### src/rtl/baro_pkg.sv
// baro_pkg: widths, stage payload types, register indexes and clamp limits
// for the barometer compensation pipeline. No dependencies.

package baro_pkg;

   localparam int D_W       = 24;
   localparam int DT_W      = 25;
   localparam int PROD_W    = 42;
   localparam int T2_W      = 17;
   localparam int TEMP_W    = 19;
   localparam int OFF_W     = 36;
   localparam int SQ_W      = 35;
   localparam int TC_W      = 20;
   localparam int CORR_W    = 42;
   localparam int FIN_W     = 40;
   localparam int OUT_T_W   = 18;
   localparam int OUT_P_W   = 32;
   localparam int COEF_W    = 16;
   localparam int CSR_ADDR_W = 3;

   localparam logic [CSR_ADDR_W-1:0] REG_SENSOR_TYPE      = 3'd0;
   localparam logic [CSR_ADDR_W-1:0] REG_SENS_COEF        = 3'd1;
   localparam logic [CSR_ADDR_W-1:0] REG_OFFSET_COEF      = 3'd2;
   localparam logic [CSR_ADDR_W-1:0] REG_SENS_TEMP_COEF   = 3'd3;
   localparam logic [CSR_ADDR_W-1:0] REG_OFFSET_TEMP_COEF = 3'd4;
   localparam logic [CSR_ADDR_W-1:0] REG_REF_TEMP_COEF    = 3'd5;
   localparam logic [CSR_ADDR_W-1:0] REG_TEMP_SLOPE_COEF  = 3'd6;

   localparam logic signed [PROD_W-1:0] T0_OFF_MIN  = -42'sd17179344900;
   localparam logic signed [PROD_W-1:0] T0_OFF_MAX  =  42'sd25769410560;
   localparam logic signed [PROD_W-1:0] T0_SENS_MIN = -42'sd8589672450;
   localparam logic signed [PROD_W-1:0] T0_SENS_MAX =  42'sd12884705280;
   localparam logic signed [PROD_W-1:0] T1_OFF_MIN  = -42'sd8589672450;
   localparam logic signed [PROD_W-1:0] T1_OFF_MAX  =  42'sd12884705280;
   localparam logic signed [PROD_W-1:0] T1_SENS_MIN = -42'sd4294836225;
   localparam logic signed [PROD_W-1:0] T1_SENS_MAX =  42'sd6442352640;

   localparam logic signed [OUT_T_W-1:0] OUT_T_MIN = -18'sd131072;
   localparam logic signed [OUT_T_W-1:0] OUT_T_MAX =  18'sd131071;

   typedef struct packed {
      logic              sensor_type;
      logic [COEF_W-1:0] sens_coef;
      logic [COEF_W-1:0] offset_coef;
      logic [COEF_W-1:0] sens_temp_coef;
      logic [COEF_W-1:0] offset_temp_coef;
      logic [COEF_W-1:0] ref_temp_coef;
      logic [COEF_W-1:0] temp_slope_coef;
   } cfg_type;

   typedef struct packed {
      logic [D_W-1:0]           d1;
      logic signed [TEMP_W-1:0] temp;
      logic [T2_W-1:0]          t2;
      logic signed [OFF_W-1:0]  off;
      logic signed [OFF_W-1:0]  sens;
   } front_type;

   typedef struct packed {
      logic [D_W-1:0]            d1;
      logic signed [OUT_T_W-1:0] temp;
      logic signed [FIN_W-1:0]   off;
      logic signed [FIN_W-1:0]   sens;
   } corr_type;

endpackage

### src/rtl/baro_press.sv
// baro_press: two-stage pressure back end; split D1*SENS product, offset
// subtraction and final scaling into the result register. Depends on baro_pkg.

module baro_press
   import baro_pkg::*;
(
   input  logic                      clock,
   input  logic                      reset,
   input  logic                      in_valid,
   output logic                      in_ready,
   input  corr_type                  in_item,
   output logic                      out_valid,
   input  logic                      out_ready,
   output logic signed [OUT_T_W-1:0] temperature,
   output logic signed [OUT_P_W-1:0] pressure
);

   localparam int SH_W  = FIN_W - 21;
   localparam int MHI_W = D_W + 1 + SH_W;
   localparam int MLO_W = D_W + 21;
   localparam int Q_W   = 46;

   logic [1:0] vld_ff, vld_in;
   logic [2:0] adv;

   logic signed [SH_W-1:0]    sh;
   logic signed [MHI_W-1:0]   mhi_in, mhi_ff;
   logic [MLO_W-1:0]          mlo;
   logic [D_W-1:0]            mlo_in, mlo_ff;
   logic signed [FIN_W-1:0]   off_ff;
   logic signed [OUT_T_W-1:0] temp_a_ff, temp_b_ff;
   logic signed [Q_W-1:0]     q;
   logic signed [OUT_P_W-1:0] press_in, press_ff;

   always_comb begin
      adv[2] = out_ready;
      adv[1] = !vld_ff[1] || adv[2];
      adv[0] = !vld_ff[0] || adv[1];
      vld_in = vld_ff;
      if (adv[0]) begin
         vld_in[0] = in_valid;
      end
      if (adv[1]) begin
         vld_in[1] = vld_ff[0];
      end
   end

   assign in_ready    = adv[0];
   assign out_valid   = vld_ff[1];
   assign temperature = temp_b_ff;
   assign pressure    = press_ff;

   // stage 1: D1*SENS/2^21 as D1*(SENS>>21) plus the carry of D1*(SENS mod 2^21)
   always_comb begin
      sh     = in_item.sens[FIN_W-1:21];
      mhi_in = $signed({1'b0, in_item.d1}) * sh;
      mlo    = in_item.d1 * in_item.sens[20:0];
      mlo_in = mlo[MLO_W-1:21];
   end

   // stage 2: subtract OFF and scale; the operand ranges keep the result inside 32 bits
   always_comb begin
      q = $signed({{(Q_W-MHI_W){mhi_ff[MHI_W-1]}}, mhi_ff})
          + $signed({{(Q_W-D_W){1'b0}}, mlo_ff})
          - $signed({{(Q_W-FIN_W){off_ff[FIN_W-1]}}, off_ff});
      press_in = $signed({q[Q_W-1], q[Q_W-1:15]});
   end

   always_ff @(posedge clock) begin
      if (reset) begin
         vld_ff <= '0;
      end else begin
         vld_ff <= vld_in;
      end
   end

   always_ff @(posedge clock) begin
      if (adv[0]) begin
         mhi_ff    <= mhi_in;
         mlo_ff    <= mlo_in;
         off_ff    <= in_item.off;
         temp_a_ff <= in_item.temp;
      end
      if (adv[1]) begin
         press_ff  <= press_in;
         temp_b_ff <= temp_a_ff;
      end
   end

endmodule

### config.mk
export PLATFORM = sky130hd
export DESIGN_NAME = baro_press
export DESIGN_NICKNAME = d
export VERILOG_FILES = /design/src/rtl/baro_pkg.sv /design/src/rtl/baro_press.sv
export SDC_FILE = /design/constraint.sdc
export NUM_CORES = 2
export LEC_CHECK = 0
export ABC_AREA = 1
export BUFFER_PORTS_ARGS = -buffer_cell sky130_fd_sc_hd__buf_2
export CAP_MARGIN = 20
export CORE_MARGIN = 2
export CORE_UTILIZATION = 55
export CTS_CLUSTER_DIAMETER = 100
export CTS_CLUSTER_SIZE = 16
export DETAILED_ROUTE_END_ITERATION = 12
export PLACE_DENSITY = 0.7
export SYNTH_ARGS = -nofsm -noshare
export SYNTH_HDL_FRONTEND = slang
export SYNTH_SLANG_ARGS = --single-unit
### constraint.sdc
create_clock -name clock -period 6.6 [get_ports clock]
set_clock_uncertainty 0.15 [all_clocks]
set_input_delay 0 -clock clock [delete_from_list [all_inputs] [get_ports clock]]
set_output_delay 0 -clock clock [all_outputs]
set_load 0.02 [all_outputs]
==> run metrics <==
outcome=finished clean; most used cell, CP=fa_1; Clock Path Buffers=2; fin crit period=roughly 6000 ps; vias in the first global route=35860; Clk Latency, worst-skew pair=460 ps; dpl hpwl=102.1 mm; MaxCap Viol Count=0; # H-tree levels=4; gr usage total=0.3180; crit-path cells=buf_2, buf_4, nand2_1, fa_1, inv_1, fa_1, fa_1, fa_1, fa_1, fa_1, inv_1, fa_1, inv_1, ha_1, a21oi_1, nand2_1, a21oi_1, o21ai_1, nand2_1, nand3_1, xor2_1; cell area after synthesis=about 43000 sq um; Die W=282.7 um; first-pass GRT wire length=just under 200 mm; Fmax=~170 MHz; setup TNS=0 ps; Site Rows=102; number of flops mapped to enable cells by yosys=175; Crit. End Element=flip-flop; Netlist cell types=41; Iteration-0 DRC Markers=between 2000 and 3000; Worst path max stage delay=590 ps; Post-CTS Resized=0; total gr overflow=0; kind of critical path=in2reg; vias=34380; worst path required time=between 6000 and 7000 ps; CTS Hold Bufs=62; IO Port Bufs=177; CTS sink cnt=roughly 180; nets=~6900; Slew @ Worst Pin=roughly 900 ps; Reg clk slew, reported paths=80 ps; Vias per Instance=5.184; Rel. slew slack=0.4033; Layout fillers=7061; gpl congestion=0.9551; count of final max-slew check failures=0; die area=79910 sq um; final setup fails=0; Async SR Flop Fraction=0; Starting Density=0.5532; Hold Path Cell Cnt=3; DRT Wirelength=122.2 mm; Critical Path Start Type=primary input; initial antenna violation count=2; top_reg_cell synth=edfxtp_1; Ys Warns=0; Mapped Nets=roughly 6700; Mean Syn Cell Area=approximately 8.0 sq um; R2R depth=10; Multi-input gate area=30840 sq um; RSZ-0062 raised after global routing=false; layout cell share with drive strength beyond 1=0.07655; Worst R2R Start=off_ff[2]; P&R area growth vs syn=9.344%; Final period util=0.9181; CTS tree=yes; Data arrival, critical path=6110 ps; core area=between 70000 and 80000 sq um; WL per Instance=18.44 um; worst-path fanout max=21; final hold viol count=0; Hold WC Path Type=in2reg; #FFs+latches synth=177; Die Y=282.7 um; Root Driver=clkbuf_16; total CTS buffers=17; register area=between 5000 and 6000 sq um; Top-Level Pins=between 150 and 200; # DRC=0; TritonRoute pass-1 iters=6; WHS Endpoint=mhi_ff[0]; post-CTS setup buffer count=0; largest net degree at the start of global routing=between 60 and 70; Mapped Cells=5353; min-delay src=in_item[21]; Reg2Reg Setup Slack=between 3000 and 4000 ps; sequential area share after synthesis=0.1240; Antenna Nets Post-Route=0; critical path's slowest cell=fa_1; reg2reg end=pressure[26]; n_diodes=0
[worst max path at each step]
stage / from / end / slack, ps / cells after the start
detailed placement: in_item[107] / mlo_ff[21] / 130 / 21
global route: in_item[107] / mlo_ff[23] / 240 / 25
floorplan: in_item[6] / mlo_ff[22] / 970 / 24
CTS: in_item[107] / mlo_ff[21] / 600 / 21
global placement: in_item[108] / mlo_ff[9] / 150 / 26
finish: in_item[107] / mlo_ff[21] / 540 / 21
[critical path: cells and delay by family]
| family | cells | cell delay [ps] |
|---|---|---|
| fa+ha+maj | 8 | 3830 |
| xor+xnor | 1 | 180 |
| buf+inv | 5 | 1010 |
| simple gates | 4 | 450 |
| compound gates | 3 | 630 |
[through the flow]
stage               instance area, sq um    util  worst slack [ps]  instances  hold slack [ps]
floorplan                          42710       -             967.9       5353           -80.93
global placement                   45470  0.5889             147.9       6536            26.44
detailed placement                 45470  0.5889             132.5       6536            28.09
CTS                                46680  0.6046             602.5       6630            38.04
global route                       46700  0.6049             241.9       6631            65.45
finish                             46700  0.6049             540.3       6631            48.31
[registers in the layout, summed over array words and instances (netlist names)]
signal       count
temp_a_ff       18
off_ff          40
vld_ff           2
mhi_ff          44
pressure        31
mlo_ff          24
temperature     18
[synthesized netlist by cell type (2+ instances only)]
master,count,area [sq um]
nor3_1,26,130.1
nand2_1,1367,5131
fa_1,810,16220
a21oi_1,179,895.9
nand3_1,86,430.4
nor3_2,5,50.05
inv_1,1571,5897
nand2_2,11,68.82
o21bai_1,14,105.1
o21ai_1,14,70.07
and3_1,2,12.51
clkbuf_1,173,649.4
o21a_1,26,195.2
xor2_1,42,367.9
inv_2,8,30.03
nand3_2,5,50.05
or2_2,14,87.58
a21oi_2,3,26.28
nor3b_1,2,15.01
nor2_1,233,874.6
nor4_1,2,12.51
o211ai_1,2,15.01
o21ai_2,5,43.79
nor2_2,18,112.6
edfxtp_1,175,5255
a21o_1,15,112.6
nor4_2,4,50.05
buf_1,3,11.26
dfxtp_1,2,40.04
a21boi_0,5,37.54
o21ai_0,83,415.4
nand4_1,29,181.4
ha_1,389,4867
xnor2_1,23,201.4
[kinds of logic (layout without fill, tap and decap cells)]
family,Yosys count,count (layout),synth area share
AO/OA/AOI/OAI,349,349,0.04540
XOR/XNOR,65,65,0.01333
adder cells (fa/ha/maj),1199,1199,0.4936
buffers and inverters,1756,1994,0.1544
flip-flops,177,177,0.1240
AND/OR/NAND/NOR,1807,1807,0.1693
[metal layers]
layer	GRT usage	wire length [um]	share of wire	vias to the layer above
met5	0	10	0.000082	-
met4	0.1041	4232	0.035	2
met3	0.04873	9485	0.078	239
met2	0.5299	56930	0.47	1388
met1	0.4269	51580	0.42	16800
li1	-	-	-	15950
[cell type report]
class,count,area share
multi-input combinational,3420,0.6603
inverter,1579,0.1269
sequential,177,0.1134
timing repair buffer,383,0.05888
tap,1040,0.02786
clock buffer,18,0.009189
clock inverter,14,0.003509
[cell usage in the layout (no fill, tap or decap), types with 85 or more instances in the layout]
cell type	synthesis	final
a21oi_1	179	179
nor2_1	233	233
inv_1	1571	1571
edfxtp_1	175	175
nand3_1	86	85
buf_4	1	131
fa_1	810	810
ha_1	389	389
nand2_1	1367	1366
buf_2	0	177
Power is left out: the tool's default activity adds up to more than one toggle a clock period on the data nets, which glitch-free logic cannot reach.
