$ cat config.mk
export PLATFORM = sky130hd
export DESIGN_NAME = baro_front
export DESIGN_NICKNAME = d
export VERILOG_FILES = /design/src/rtl/baro_pkg.sv /design/src/rtl/baro_front.sv
export SDC_FILE = /design/constraint.sdc
export NUM_CORES = 2
export LEC_CHECK = 0
export BUFFER_PORTS_ARGS = -buffer_cell sky130_fd_sc_hd__buf_2
export CORE_UTILIZATION = 45
export CTS_CLUSTER_DIAMETER = 40
export DETAILED_ROUTE_END_ITERATION = 10
export SYNTH_ARGS = -nofsm -noshare
export SYNTH_HDL_FRONTEND = slang
export SYNTH_SLANG_ARGS = --single-unit
$ cat constraint.sdc
create_clock -name clock -period 23.3 [get_ports clock]
set_input_delay 1.165 -clock clock [delete_from_list [all_inputs] [get_ports clock]]
set_output_delay 1.165 -clock clock [all_outputs]
set_load 0.005 [all_outputs]
$ cat src/rtl/baro_pkg.sv
// baro_pkg: widths, stage payload types, register indexes and clamp limits
// for the barometer compensation pipeline. No dependencies.

package baro_pkg;

   localparam int D_W       = 24;
   localparam int DT_W      = 25;
   localparam int PROD_W    = 42;
   localparam int T2_W      = 17;
   localparam int TEMP_W    = 19;
   localparam int OFF_W     = 36;
   localparam int SQ_W      = 35;
   localparam int TC_W      = 20;
   localparam int CORR_W    = 42;
   localparam int FIN_W     = 40;
   localparam int OUT_T_W   = 18;
   localparam int OUT_P_W   = 32;
   localparam int COEF_W    = 16;
   localparam int CSR_ADDR_W = 3;

   localparam logic [CSR_ADDR_W-1:0] REG_SENSOR_TYPE      = 3'd0;
   localparam logic [CSR_ADDR_W-1:0] REG_SENS_COEF        = 3'd1;
   localparam logic [CSR_ADDR_W-1:0] REG_OFFSET_COEF      = 3'd2;
   localparam logic [CSR_ADDR_W-1:0] REG_SENS_TEMP_COEF   = 3'd3;
   localparam logic [CSR_ADDR_W-1:0] REG_OFFSET_TEMP_COEF = 3'd4;
   localparam logic [CSR_ADDR_W-1:0] REG_REF_TEMP_COEF    = 3'd5;
   localparam logic [CSR_ADDR_W-1:0] REG_TEMP_SLOPE_COEF  = 3'd6;

   localparam logic signed [PROD_W-1:0] T0_OFF_MIN  = -42'sd17179344900;
   localparam logic signed [PROD_W-1:0] T0_OFF_MAX  =  42'sd25769410560;
   localparam logic signed [PROD_W-1:0] T0_SENS_MIN = -42'sd8589672450;
   localparam logic signed [PROD_W-1:0] T0_SENS_MAX =  42'sd12884705280;
   localparam logic signed [PROD_W-1:0] T1_OFF_MIN  = -42'sd8589672450;
   localparam logic signed [PROD_W-1:0] T1_OFF_MAX  =  42'sd12884705280;
   localparam logic signed [PROD_W-1:0] T1_SENS_MIN = -42'sd4294836225;
   localparam logic signed [PROD_W-1:0] T1_SENS_MAX =  42'sd6442352640;

   localparam logic signed [OUT_T_W-1:0] OUT_T_MIN = -18'sd131072;
   localparam logic signed [OUT_T_W-1:0] OUT_T_MAX =  18'sd131071;

   typedef struct packed {
      logic              sensor_type;
      logic [COEF_W-1:0] sens_coef;
      logic [COEF_W-1:0] offset_coef;
      logic [COEF_W-1:0] sens_temp_coef;
      logic [COEF_W-1:0] offset_temp_coef;
      logic [COEF_W-1:0] ref_temp_coef;
      logic [COEF_W-1:0] temp_slope_coef;
   } cfg_type;

   typedef struct packed {
      logic [D_W-1:0]           d1;
      logic signed [TEMP_W-1:0] temp;
      logic [T2_W-1:0]          t2;
      logic signed [OFF_W-1:0]  off;
      logic signed [OFF_W-1:0]  sens;
   } front_type;

   typedef struct packed {
      logic [D_W-1:0]            d1;
      logic signed [OUT_T_W-1:0] temp;
      logic signed [FIN_W-1:0]   off;
      logic signed [FIN_W-1:0]   sens;
   } corr_type;

endpackage

$ cat src/rtl/baro_front.sv
// baro_front: three-stage front end forming dT, dT squared, first-order temperature and
// clamped offset and sensitivity. Depends on baro_pkg.

module baro_front
   import baro_pkg::*;
(
   input  logic           clock,
   input  logic           reset,
   input  cfg_type        cfg,
   input  logic           in_valid,
   output logic           in_ready,
   input  logic [D_W-1:0] raw_pressure,
   input  logic [D_W-1:0] raw_temperature,
   output logic           out_valid,
   input  logic           out_ready,
   output front_type      out_item
);

   logic [2:0] vld_ff, vld_in;
   logic [3:0] adv;

   logic [D_W-1:0]            d1_a_ff, d1_b_ff;
   logic signed [DT_W-1:0]    dt_ff, dt_in;
   logic signed [PROD_W-1:0]  p6_ff, p4_ff, p3_ff, p6_in, p4_in, p3_in;
   logic signed [2*DT_W-1:0]  pdd;
   logic [T2_W-1:0]           t2_b_ff, t2_in;
   front_type                 out_ff, out_in;

   logic signed [PROD_W-1:0]  p6_sh, p4_sh, p3_sh, off_base, sens_base;
   logic signed [PROD_W-1:0]  off_sum, sens_sum, off_lo, off_hi, sens_lo, sens_hi;
   logic signed [PROD_W-1:0]  off_cl, sens_cl;

   always_comb begin
      adv[3] = out_ready;
      adv[2] = !vld_ff[2] || adv[3];
      adv[1] = !vld_ff[1] || adv[2];
      adv[0] = !vld_ff[0] || adv[1];
      vld_in = vld_ff;
      if (adv[0]) begin
         vld_in[0] = in_valid;
      end
      if (adv[1]) begin
         vld_in[1] = vld_ff[0];
      end
      if (adv[2]) begin
         vld_in[2] = vld_ff[1];
      end
   end

   assign in_ready  = adv[0];
   assign out_valid = vld_ff[2];
   assign out_item  = out_ff;

   // stage 1: dT
   assign dt_in = $signed({1'b0, raw_temperature}) - $signed({1'b0, cfg.ref_temp_coef, 8'b0});

   // stage 2: coefficient products and dT squared
   assign p6_in = $signed({1'b0, cfg.temp_slope_coef}) * dt_ff;
   assign p4_in = $signed({1'b0, cfg.offset_temp_coef}) * dt_ff;
   assign p3_in = $signed({1'b0, cfg.sens_temp_coef}) * dt_ff;
   assign pdd   = dt_ff * dt_ff;
   assign t2_in = pdd[31+T2_W-1:31];

   // stage 3: temperature, offset and sensitivity with clamps
   always_comb begin
      p6_sh = p6_ff >>> 23;
      if (cfg.sensor_type) begin
         p4_sh     = p4_ff >>> 7;
         p3_sh     = p3_ff >>> 8;
         off_base  = $signed({10'b0, cfg.offset_coef, 16'b0});
         sens_base = $signed({11'b0, cfg.sens_coef, 15'b0});
         off_lo    = T1_OFF_MIN;
         off_hi    = T1_OFF_MAX;
         sens_lo   = T1_SENS_MIN;
         sens_hi   = T1_SENS_MAX;
      end else begin
         p4_sh     = p4_ff >>> 6;
         p3_sh     = p3_ff >>> 7;
         off_base  = $signed({9'b0, cfg.offset_coef, 17'b0});
         sens_base = $signed({10'b0, cfg.sens_coef, 16'b0});
         off_lo    = T0_OFF_MIN;
         off_hi    = T0_OFF_MAX;
         sens_lo   = T0_SENS_MIN;
         sens_hi   = T0_SENS_MAX;
      end
      off_sum  = off_base + p4_sh;
      sens_sum = sens_base + p3_sh;
      off_cl   = off_sum;
      if (off_sum > off_hi) begin
         off_cl = off_hi;
      end else if (off_sum < off_lo) begin
         off_cl = off_lo;
      end
      sens_cl = sens_sum;
      if (sens_sum > sens_hi) begin
         sens_cl = sens_hi;
      end else if (sens_sum < sens_lo) begin
         sens_cl = sens_lo;
      end
      out_in.d1   = d1_b_ff;
      out_in.temp = $signed(p6_sh[TEMP_W-1:0]) + 19'sd2000;
      out_in.t2   = t2_b_ff;
      out_in.off  = off_cl[OFF_W-1:0];
      out_in.sens = sens_cl[OFF_W-1:0];
   end

   always_ff @(posedge clock) begin
      if (reset) begin
         vld_ff <= '0;
      end else begin
         vld_ff <= vld_in;
      end
   end

   always_ff @(posedge clock) begin
      if (adv[0]) begin
         d1_a_ff <= raw_pressure;
         dt_ff   <= dt_in;
      end
      if (adv[1]) begin
         d1_b_ff <= d1_a_ff;
         p6_ff   <= p6_in;
         p4_ff   <= p4_in;
         p3_ff   <= p3_in;
         t2_b_ff <= t2_in;
      end
      if (adv[2]) begin
         out_ff <= out_in;
      end
   end

endmodule

==> results.json <==
{
  "ios": 283,
  "fin_worst_skew_ns": 0.03748,
  "yosysUniqueCellTypes": 75,
  "route.met2.wl_um": 89420,
  "syn_area_mm2": 0.07494,
  "start_util": 0.4537,
  "ys_ff_latch": 315,
  "syn-num-nets": 10010,
  "highest_layer": "met5",
  "r2r_start": "dt_ff[3]",
  "route.detailed.wl_per_inst_um": 18.13,
  "arrival_ns": 9.20,
  "crit_required_ns": 23.73,
  "die_h_um": 410.1,
  "hold_class": "reg2reg",
  "drt_iter0_drc": 2460,
  "violations": "DRC",
  "ys_seq_area_frac": 0.1258,
  "holdPathEnd": "d1_b_ff[0]",
  "synth-async-reset-ratio": 0,
  "htreeDepth": 2,
  "synth_area_leader_cell": "fa_1",
  "min_period_ns": 8.775,
  "r2r_slack_ns": 14.52,
  "overflow": 0,
  "fp-row-count": 149,
  "numClockSinks": 315,
  "final_hold_viol_count": 0,
  "postRouteAntennaNets": 0,
  "wl_met3_um": 8559,
  "place_congestion": 0.8559,
  "worstSetupPathType": "reg2reg",
  "grt_pass1_vias": 55940,
  "final_nets": 10070,
  "area.growth.synth_to_final_pct": 7.169,
  "netlist_top_cells_count": "1994 x inv_1, 1760 x fa_1, 925 x nand2_1, 618 x and2_1, 516 x ha_1",
  "tns_ns": 0,
  "grt_util_all_layers": 0.2237,
  "design.core.area_mm2": 0.1652,
  "postCtsSetupRepairBufs": 0,
  "wl_um": 179200,
  "cap_violations": 0,
  "syn_inst": 7582,
  "num_vias": 49450,
  "cts_root_buf": "clkbuf_16",
  "worstReg2RegEnd": "t2_b_ff[16]",
  "post_synth.cell_area_avg_um2": 9.885,
  "cts_hold_buf": 0,
  "grt_pass1_wl_um": 298100,
  "numCtsBuffers": 58,
  "synthFlopType": "edfxtp_1",
  "worstHoldStart": "d1_a_ff[0]",
  "ys_top_cells_by_area": "fa_1 47%, edfxtp_1 13%, inv_1 10%",
  "grt_max_degree": 84,
  "drt-vias-per-instance": 5.003,
  "synth_edf_count": 312,
  "crit_fanout": 41,
  "cts_resized": 0,
  "wl_met1_um": 76980,
  "firstDrtPassIters": 9,
  "setup_viol": 0,
  "whs_path_depth": 0,
  "yosys_warnings": 0,
  "r2r_cells": 27,
  "antenna_found_initial": 11,
  "clock_latency_ns": 0.69,
  "io_buffers": 282,
  "clock.fmax_ghz": 0.1140,
  "status": "complete, but fails checks",
  "fp.dieW_um": 410.1,
  "die-area_mm2": 0.1682,
  "slew_violations": 0,
  "startpoint_type": "flop",
  "crit_path_end_kind": "flop",
  "cts_tree": "built",
  "dpl.hpwl_um": 145100,
  "drc": 98,
  "worstMarginPinSlew_ns": 1.304,
  "yosysTopAreaCellShare": 0.4701,
  "slew_headroom": 0.1223,
  "cts_buffer_depth": 3,
  "yosys.cell_count.top_type": "inv_1",
  "period_share": 0.3766,
  "crit_start": "dt_ff[3]",
  "path_clk_slew_ns": 0.06,
  "drive_above_1_share": 0.06785,
  "rsz0062_at_grt": "false"
}
-- area by class of cell --
type                    instances  area, um^2
repair buffers                332        1789
clock buffers                  62        1466
diodes                          1       2.502
flip-flops and latches        315        9429
fillers                     15450       84860
well taps                    2189        2739
inverters                    1995        7498
multi-input cells            4944       56790
clock inverters                46       599.3
-- worst max-delay path by stage --
stage	endpoint	slack, ns	depth (start not counted)
after floorplan	p3_ff[29]	15.73	25
after global placement	t2_b_ff[16]	14.61	27
after detailed placement	t2_b_ff[16]	14.49	27
after CTS	t2_b_ff[16]	14.46	27
after global routing	t2_b_ff[16]	14.20	28
final	t2_b_ff[16]	14.52	27
-- flip-flops by register name, summed over array words and instances, names as in the netlist --
register  cells
d1_a_ff      24
d1_b_ff      24
dt_ff        25
out_item    132
p3_ff        35
p4_ff        36
p6_ff        19
t2_b_ff      17
vld_ff        3
-- cells in the final DEF (no fill, tap or decap), types with 42 or more instances in the layout --
cell type	synthesis	final
inv_1	1994	1992
fa_1	1760	1760
nand2_1	925	924
and2_1	618	618
ha_1	516	516
edfxtp_1	312	312
buf_2	4	281
a21oi_1	141	141
xnor2_1	133	133
nor2_1	124	124
a21o_1	75	75
o21ai_0	72	72
mux2_2	66	66
xor2_1	61	61
clkbuf_16	0	58
buf_4	1	51
nor2b_1	42	42
-- metal layers --
metal  vias to the layer above  global-route usage
met1                     25540              0.2952
met5                         -                   0
met3                       250             0.02414
li1                      22480                   -
met4                         8             0.05462
met2                      1171              0.3931
-- cells by family after synthesis --
kind of cell,count (synthesis),share of synthesized area
simple gates,1920,0.1248
xor+xnor,194,0.02267
buf+inv,2323,0.1166
fa+ha+maj,2276,0.5563
mux,95,0.01381
compound gates,459,0.04004
flops,315,0.1258
-- metrics by stage --
stage / hold WS, ns / worst slack (ns) / cells / util / instance area (um^2)
6_report: 0.4076 / 14.52 / 9884 / 0.4863 / 80320
5_1_grt: 0.4203 / 14.20 / 9883 / 0.4862 / 80310
2_1_floorplan: 0.4003 / 15.73 / 7582 / - / 74940
4_1_cts: 0.4064 / 14.46 / 9883 / 0.4862 / 80310
3_3_place_gp: 0.4002 / 14.61 / 9775 / 0.4737 / 78250
3_5_place_dp: 0.4045 / 14.49 / 9775 / 0.4737 / 78250
-- critical path, stage by stage, from the launching register on --
cell and delay (ns):
edfxtp_1 0.31, buf_4 0.43, buf_4 0.49, inv_1 0.24, nor2_1 0.28, inv_1 0.11, fa_1 0.55, inv_1 0.06
fa_1 0.51, fa_1 0.56, ha_1 0.14, inv_1 0.05, fa_1 0.47, inv_1 0.05, fa_1 0.44, fa_1 0.46
ha_1 0.33, a21o_1 0.17, a21oi_1 0.25, o21ai_0 0.19, a211oi_1 0.55, nor2_1 0.12, o2111ai_1 0.52, a31oi_1 0.23
o21a_1 0.25, or4_1 0.43, a31oi_1 0.21, xnor2_1 0.08
Power is left out: the tool's default activity adds up to more than one toggle a clock period on the data nets, which glitch-free logic cannot reach.
