<file path="config.mk">
export PLATFORM = sky130hd
export DESIGN_NAME = baro_corr
export DESIGN_NICKNAME = d
export VERILOG_FILES = /design/src/rtl/baro_pkg.sv /design/src/rtl/baro_corr.sv
export SDC_FILE = /design/constraint.sdc
export NUM_CORES = 2
export LEC_CHECK = 0
export ABC_AREA = 1
export BUFFER_PORTS_ARGS = -buffer_cell sky130_fd_sc_hd__buf_2
export CAP_MARGIN = 20
export CORE_MARGIN = 4
export CORE_UTILIZATION = 25
export CTS_BUF_LIST = sky130_fd_sc_hd__clkbuf_4
export DETAILED_ROUTE_END_ITERATION = 8
export MAX_ROUTING_LAYER = met4
export SETUP_SLACK_MARGIN = 0.3
export SKIP_CTS_REPAIR_TIMING = 1
export SYNTH_ARGS = -nofsm -noshare
export SYNTH_HDL_FRONTEND = slang
export SYNTH_SLANG_ARGS = --single-unit
</file>
<file path="constraint.sdc">
create_clock -name clock -period 9.8 [get_ports clock]
set_input_delay 0.98 -clock clock [delete_from_list [all_inputs] [get_ports clock]]
set_output_delay 0.98 -clock clock [all_outputs]
set_load 0.02 [all_outputs]
</file>
<file path="src/rtl/baro_pkg.sv">
// baro_pkg: widths, stage payload types, register indexes and clamp limits
// for the barometer compensation pipeline. No dependencies.

package baro_pkg;

   localparam int D_W       = 24;
   localparam int DT_W      = 25;
   localparam int PROD_W    = 42;
   localparam int T2_W      = 17;
   localparam int TEMP_W    = 19;
   localparam int OFF_W     = 36;
   localparam int SQ_W      = 35;
   localparam int TC_W      = 20;
   localparam int CORR_W    = 42;
   localparam int FIN_W     = 40;
   localparam int OUT_T_W   = 18;
   localparam int OUT_P_W   = 32;
   localparam int COEF_W    = 16;
   localparam int CSR_ADDR_W = 3;

   localparam logic [CSR_ADDR_W-1:0] REG_SENSOR_TYPE      = 3'd0;
   localparam logic [CSR_ADDR_W-1:0] REG_SENS_COEF        = 3'd1;
   localparam logic [CSR_ADDR_W-1:0] REG_OFFSET_COEF      = 3'd2;
   localparam logic [CSR_ADDR_W-1:0] REG_SENS_TEMP_COEF   = 3'd3;
   localparam logic [CSR_ADDR_W-1:0] REG_OFFSET_TEMP_COEF = 3'd4;
   localparam logic [CSR_ADDR_W-1:0] REG_REF_TEMP_COEF    = 3'd5;
   localparam logic [CSR_ADDR_W-1:0] REG_TEMP_SLOPE_COEF  = 3'd6;

   localparam logic signed [PROD_W-1:0] T0_OFF_MIN  = -42'sd17179344900;
   localparam logic signed [PROD_W-1:0] T0_OFF_MAX  =  42'sd25769410560;
   localparam logic signed [PROD_W-1:0] T0_SENS_MIN = -42'sd8589672450;
   localparam logic signed [PROD_W-1:0] T0_SENS_MAX =  42'sd12884705280;
   localparam logic signed [PROD_W-1:0] T1_OFF_MIN  = -42'sd8589672450;
   localparam logic signed [PROD_W-1:0] T1_OFF_MAX  =  42'sd12884705280;
   localparam logic signed [PROD_W-1:0] T1_SENS_MIN = -42'sd4294836225;
   localparam logic signed [PROD_W-1:0] T1_SENS_MAX =  42'sd6442352640;

   localparam logic signed [OUT_T_W-1:0] OUT_T_MIN = -18'sd131072;
   localparam logic signed [OUT_T_W-1:0] OUT_T_MAX =  18'sd131071;

   typedef struct packed {
      logic              sensor_type;
      logic [COEF_W-1:0] sens_coef;
      logic [COEF_W-1:0] offset_coef;
      logic [COEF_W-1:0] sens_temp_coef;
      logic [COEF_W-1:0] offset_temp_coef;
      logic [COEF_W-1:0] ref_temp_coef;
      logic [COEF_W-1:0] temp_slope_coef;
   } cfg_type;

   typedef struct packed {
      logic [D_W-1:0]           d1;
      logic signed [TEMP_W-1:0] temp;
      logic [T2_W-1:0]          t2;
      logic signed [OFF_W-1:0]  off;
      logic signed [OFF_W-1:0]  sens;
   } front_type;

   typedef struct packed {
      logic [D_W-1:0]            d1;
      logic signed [OUT_T_W-1:0] temp;
      logic signed [FIN_W-1:0]   off;
      logic signed [FIN_W-1:0]   sens;
   } corr_type;

endpackage

</file>
<file path="src/rtl/baro_corr.sv">
// baro_corr: three-stage second-order correction of temperature, offset and
// sensitivity for both sensor types. Depends on baro_pkg.

module baro_corr
   import baro_pkg::*;
(
   input  logic      clock,
   input  logic      reset,
   input  logic      sensor_type,
   input  logic      in_valid,
   output logic      in_ready,
   input  front_type in_item,
   output logic      out_valid,
   input  logic      out_ready,
   output corr_type  out_item
);

   logic [2:0] vld_ff, vld_in;
   logic [3:0] adv;

   logic signed [TC_W-1:0]    ta, tb, tc, tcorr_in, tcorr_ff;
   logic signed [2*TC_W-1:0]  sq_lo, sq_hi;
   logic [SQ_W-1:0]           dlo_ff, dhi_ff, dlo_in, dhi_in;
   logic                      lo_ff, vlo_ff, hi_ff, lo_in, vlo_in, hi_in;
   logic [D_W-1:0]            d1_a_ff, d1_b_ff;
   logic signed [OFF_W-1:0]   off_a_ff, sens_a_ff, off_b_ff, sens_b_ff;

   logic signed [CORR_W-1:0]  dlo_w, dhi_w, off2_in, sens2_in, off2_ff, sens2_ff;
   logic signed [OUT_T_W-1:0] temp_in, temp_ff;

   logic signed [CORR_W-1:0]  off_full, sens_full;
   corr_type                  out_ff, out_in;

   always_comb begin
      adv[3] = out_ready;
      adv[2] = !vld_ff[2] || adv[3];
      adv[1] = !vld_ff[1] || adv[2];
      adv[0] = !vld_ff[0] || adv[1];
      vld_in = vld_ff;
      if (adv[0]) begin
         vld_in[0] = in_valid;
      end
      if (adv[1]) begin
         vld_in[1] = vld_ff[0];
      end
      if (adv[2]) begin
         vld_in[2] = vld_ff[1];
      end
   end

   assign in_ready  = adv[0];
   assign out_valid = vld_ff[2];
   assign out_item  = out_ff;

   // stage 1: temperature distances, squares, T2 removal below 20 degrees only
   always_comb begin
      ta       = $signed({in_item.temp[TEMP_W-1], in_item.temp}) - 20'sd2000;
      tb       = $signed({in_item.temp[TEMP_W-1], in_item.temp}) + 20'sd1500;
      tc       = $signed({in_item.temp[TEMP_W-1], in_item.temp}) - 20'sd4500;
      lo_in    = in_item.temp < 19'sd2000;
      vlo_in   = in_item.temp < -19'sd1500;
      hi_in    = in_item.temp > 19'sd4500;
      sq_lo    = ta * ta;
      sq_hi    = hi_in ? tc * tc : tb * tb;
      dlo_in   = sq_lo[SQ_W-1:0];
      dhi_in   = sq_hi[SQ_W-1:0];
      tcorr_in = $signed({in_item.temp[TEMP_W-1], in_item.temp})
                 - $signed({3'b0, (lo_in ? in_item.t2 : {T2_W{1'b0}})});
   end

   // stage 2: OFF2 and SENS2, temperature saturation
   always_comb begin
      dlo_w    = $signed({7'b0, dlo_ff});
      dhi_w    = $signed({7'b0, dhi_ff});
      off2_in  = '0;
      sens2_in = '0;
      if (!sensor_type) begin
         if (lo_ff) begin
            off2_in  = (dlo_w * 42'sd61) >>> 4;
            sens2_in = dlo_w <<< 1;
            if (vlo_ff) begin
               off2_in  = off2_in + dhi_w * 42'sd15;
               sens2_in = sens2_in + (dhi_w <<< 3);
            end
         end
      end else begin
         if (lo_ff) begin
            off2_in  = dlo_w * 42'sd3;
            sens2_in = (dlo_w * 42'sd7) >>> 3;
            if (vlo_ff) begin
               sens2_in = sens2_in + (dhi_w <<< 1);
            end
         end else if (hi_ff) begin
            sens2_in = -(dhi_w >>> 3);
         end
      end
      temp_in = tcorr_ff[OUT_T_W-1:0];
      if (tcorr_ff > $signed({{(TC_W-OUT_T_W){1'b0}}, OUT_T_MAX})) begin
         temp_in = OUT_T_MAX;
      end else if (tcorr_ff < $signed({{(TC_W-OUT_T_W){1'b1}}, OUT_T_MIN})) begin
         temp_in = OUT_T_MIN;
      end
   end

   // stage 3: apply corrections
   always_comb begin
      off_full     = $signed({{(CORR_W-OFF_W){off_b_ff[OFF_W-1]}}, off_b_ff}) - off2_ff;
      sens_full    = $signed({{(CORR_W-OFF_W){sens_b_ff[OFF_W-1]}}, sens_b_ff}) - sens2_ff;
      out_in.d1    = d1_b_ff;
      out_in.temp  = temp_ff;
      out_in.off   = off_full[FIN_W-1:0];
      out_in.sens  = sens_full[FIN_W-1:0];
   end

   always_ff @(posedge clock) begin
      if (reset) begin
         vld_ff <= '0;
      end else begin
         vld_ff <= vld_in;
      end
   end

   always_ff @(posedge clock) begin
      if (adv[0]) begin
         dlo_ff    <= dlo_in;
         dhi_ff    <= dhi_in;
         lo_ff     <= lo_in;
         vlo_ff    <= vlo_in;
         hi_ff     <= hi_in;
         tcorr_ff  <= tcorr_in;
         d1_a_ff   <= in_item.d1;
         off_a_ff  <= in_item.off;
         sens_a_ff <= in_item.sens;
      end
      if (adv[1]) begin
         off2_ff   <= off2_in;
         sens2_ff  <= sens2_in;
         temp_ff   <= temp_in;
         d1_b_ff   <= d1_a_ff;
         off_b_ff  <= off_a_ff;
         sens_b_ff <= sens_a_ff;
      end
      if (adv[2]) begin
         out_ff <= out_in;
      end
   end

endmodule

</file>
==> impl_metrics.tcl <==
set metrics [dict create \
    num_vias 70646 \
    clk_pin_slew_worst_paths_ps 70 \
    worst_pin_slew_ps 1328 \
    cp.required_ps 10600 \
    seq_area_frac_synth 0.1814 \
    cts_tree "yes" \
    synth_common_cells "2,560 x inv_1, 1,796 x nand2_1, 1,228 x fa_1" \
    yosysTopAreaCell "fa_1" \
    avgSynthCellArea_um2 7.993 \
    std_cell_rows 211 \
    fp.dieArea_um2 342400 \
    clk_path_buf_depth 4 \
    crit_fanout 16 \
    drt-vias-per-instance 4.616 \
    synth_top_cell_area_share 0.2952 \
    dr.pass1.iters 6 \
    async_flop_share 0 \
    core_area_um2 331100 \
    drv_cap 0 \
    cts-root-buf "clkbuf_4" \
    grt_pass1_wl_mm 443.3 \
    wirelength_mm 296.1 \
    crit_path_end_kind "flip-flop" \
    io_pins 261 \
    final_cell_area_um2 92410 \
    dpl_cell_area_um2 90130 \
    min_period_ps 8312 \
    htreeDepth 4 \
    fillers 36211 \
    overflow 0 \
    slew_violations 0 \
    crit_path_frequent_cell "fa_1" \
    antenna_found_initial 25 \
    start_util 0.2516 \
    crit_path_start_kind "input port" \
    path_class "in2reg" \
    fin_crit_sh 0.8482 \
    die_y_um 585.2 \
    grt_max_degree 142 \
    whs_ps 80.02 \
    reg2reg_slack_ps 2060 \
    hpwl_mm 245.5 \
    syn-cell-area_um2 83280 \
    slowest_delay_ps 570 \
    clkSinkCount 504 \
    min_path_type "in2reg" \
    worstPathArrival_ps 9110 \
    synth_cell_types 72 \
    area_growth_syn_to_layout_pct 10.96 \
    status "completed" \
    synth_edf_count 501 \
    finalWorstSetupSlack_ps 1488 \
    drc 0 \
    clock_insertion_delay_worst_skew_ps 1190 \
    setup_viol 0 \
    cts_buffers 142 \
    slew_headroom 0.1145 \
    hold_viol_final 0 \
    yosys.cell_count.top_type "inv_1" \
    final_nets 12885 \
    grtUsageTotal 0.1752 \
    synth-seq-cells 504 \
    port_buffers 260 \
    grt_pass1_vias 71260 \
    rsz0062_at_grt "false" \
    die_w_um 585.2 \
    drtIter0Drc 5891 \
    synthCells 10419 \
    cp_num_buf_inv 8 \
    fin_worst_skew_ps 163.9 \
    dp_slack_ps 512.8 \
    synthTopCellsByArea "fa_1 30%, edfxtp_1 18%, inv_1 12%" \
    synth_flop_cell "edfxtp_1" \
    place_congestion 0.9938 \
    ant_nets 0 \
    cp_slowest_cell "fa_1" \
    max_freq_mhz 120.3 \
    yosysWarnings 0 \
    wl_per_cell_um 19.35 \
    drive_gt1_frac 0.05961 \
    cpLargestDelayFamily "adder cells" \
    setup_tns_ps 0 \
]
## layout by cell type, fill, tap and decap left out, drive strengths merged, types with 86 or more instances in the layout
master	instances
nand3	492
o21ai	459
nand2	1810
ha	675
inv	2588
fa	1228
edfxtp	501
nand4	86
buf	358
xor2	177
a21oi	562
nor2	1199
clkbuf	184
## layout make-up
class                   instances  area (um^2)  share of cell area
clock inverters                36        172.7            0.001868
diodes                         18        45.04           0.0004874
flip-flops and latches        504        15100              0.1635
multi-input cells            7181        57780              0.6252
well taps                    4366         5463             0.05911
inverters                    2592         9747              0.1055
repair buffers                424         2718             0.02941
clock buffers                 184         1381             0.01495
## layer usage
layer	part of all wire	GRT usage	vias up
met4	0.030	0.04680	0
met5	0	-	-
met2	0.43	0.2663	2590
met3	0.080	0.02825	335
li1	-	-	33152
met1	0.45	0.2417	34569
## path summary, 6_finish.rpt
kind	startpoint	endpoint	depth (start not counted)
max	in_item[94]	dhi_ff[30]	34
min reg2reg	sens_a_ff[34]	sens_b_ff[34]	0
max reg2reg	dlo_ff[2]	off2_ff[29]	26
min	in_item[37]	off_a_ff[1]	1
## per-stage QoR
stage / utilization / std cells
after CTS: 0.2769 / 15219
after detailed placement: 0.2722 / 14999
final: 0.2791 / 15305
after global placement: 0.2722 / 14999
after global routing: 0.2791 / 15303
after floorplan: - / 10420
## worst reg2reg max path, cell delays in order (launching register included)
cell and delay, ps:
edfxtp_1 940, ha_1 440, fa_1 530, fa_1 430, ha_1 380, a21oi_1 250, nand2_1 270, nand2_1 120
nand2_1 190, nand2_1 140, a21oi_1 90, o21ai_0 430, nand3_1 260, and2_1 260, fa_1 420, inv_1 80
ha_1 290, inv_1 140, o21ai_0 130, a21boi_0 360, o21ai_0 280, a21oi_1 340, nand3b_1 120, nand3_1 90
nand2_1 160, nand3_1 130, nand2_1 80
## registers in the layout, indices dropped and copies added, names as in the netlist, 3 cells and up
signal     count
out_item     122
off2_ff       40
sens2_ff      40
off_a_ff      36
off_b_ff      36
sens_a_ff     36
sens_b_ff     36
dlo_ff        34
dhi_ff        32
d1_a_ff       24
d1_b_ff       24
tcorr_ff      20
temp_ff       18
vld_ff         3
## cell families after synthesis
kind of cell    after synthesis  synth area share
simple gates               3749            0.1854
buf+inv                    2735            0.1253
fa+ha+maj                  1903            0.3966
compound gates             1279           0.08449
flops                       504            0.1814
xor+xnor                    247           0.02665
other cells                   1        0.00004503
mux                           1         0.0001352
Power is left out: the tool's default activity adds up to more than one toggle a clock period on the data nets, which glitch-free logic cannot reach.
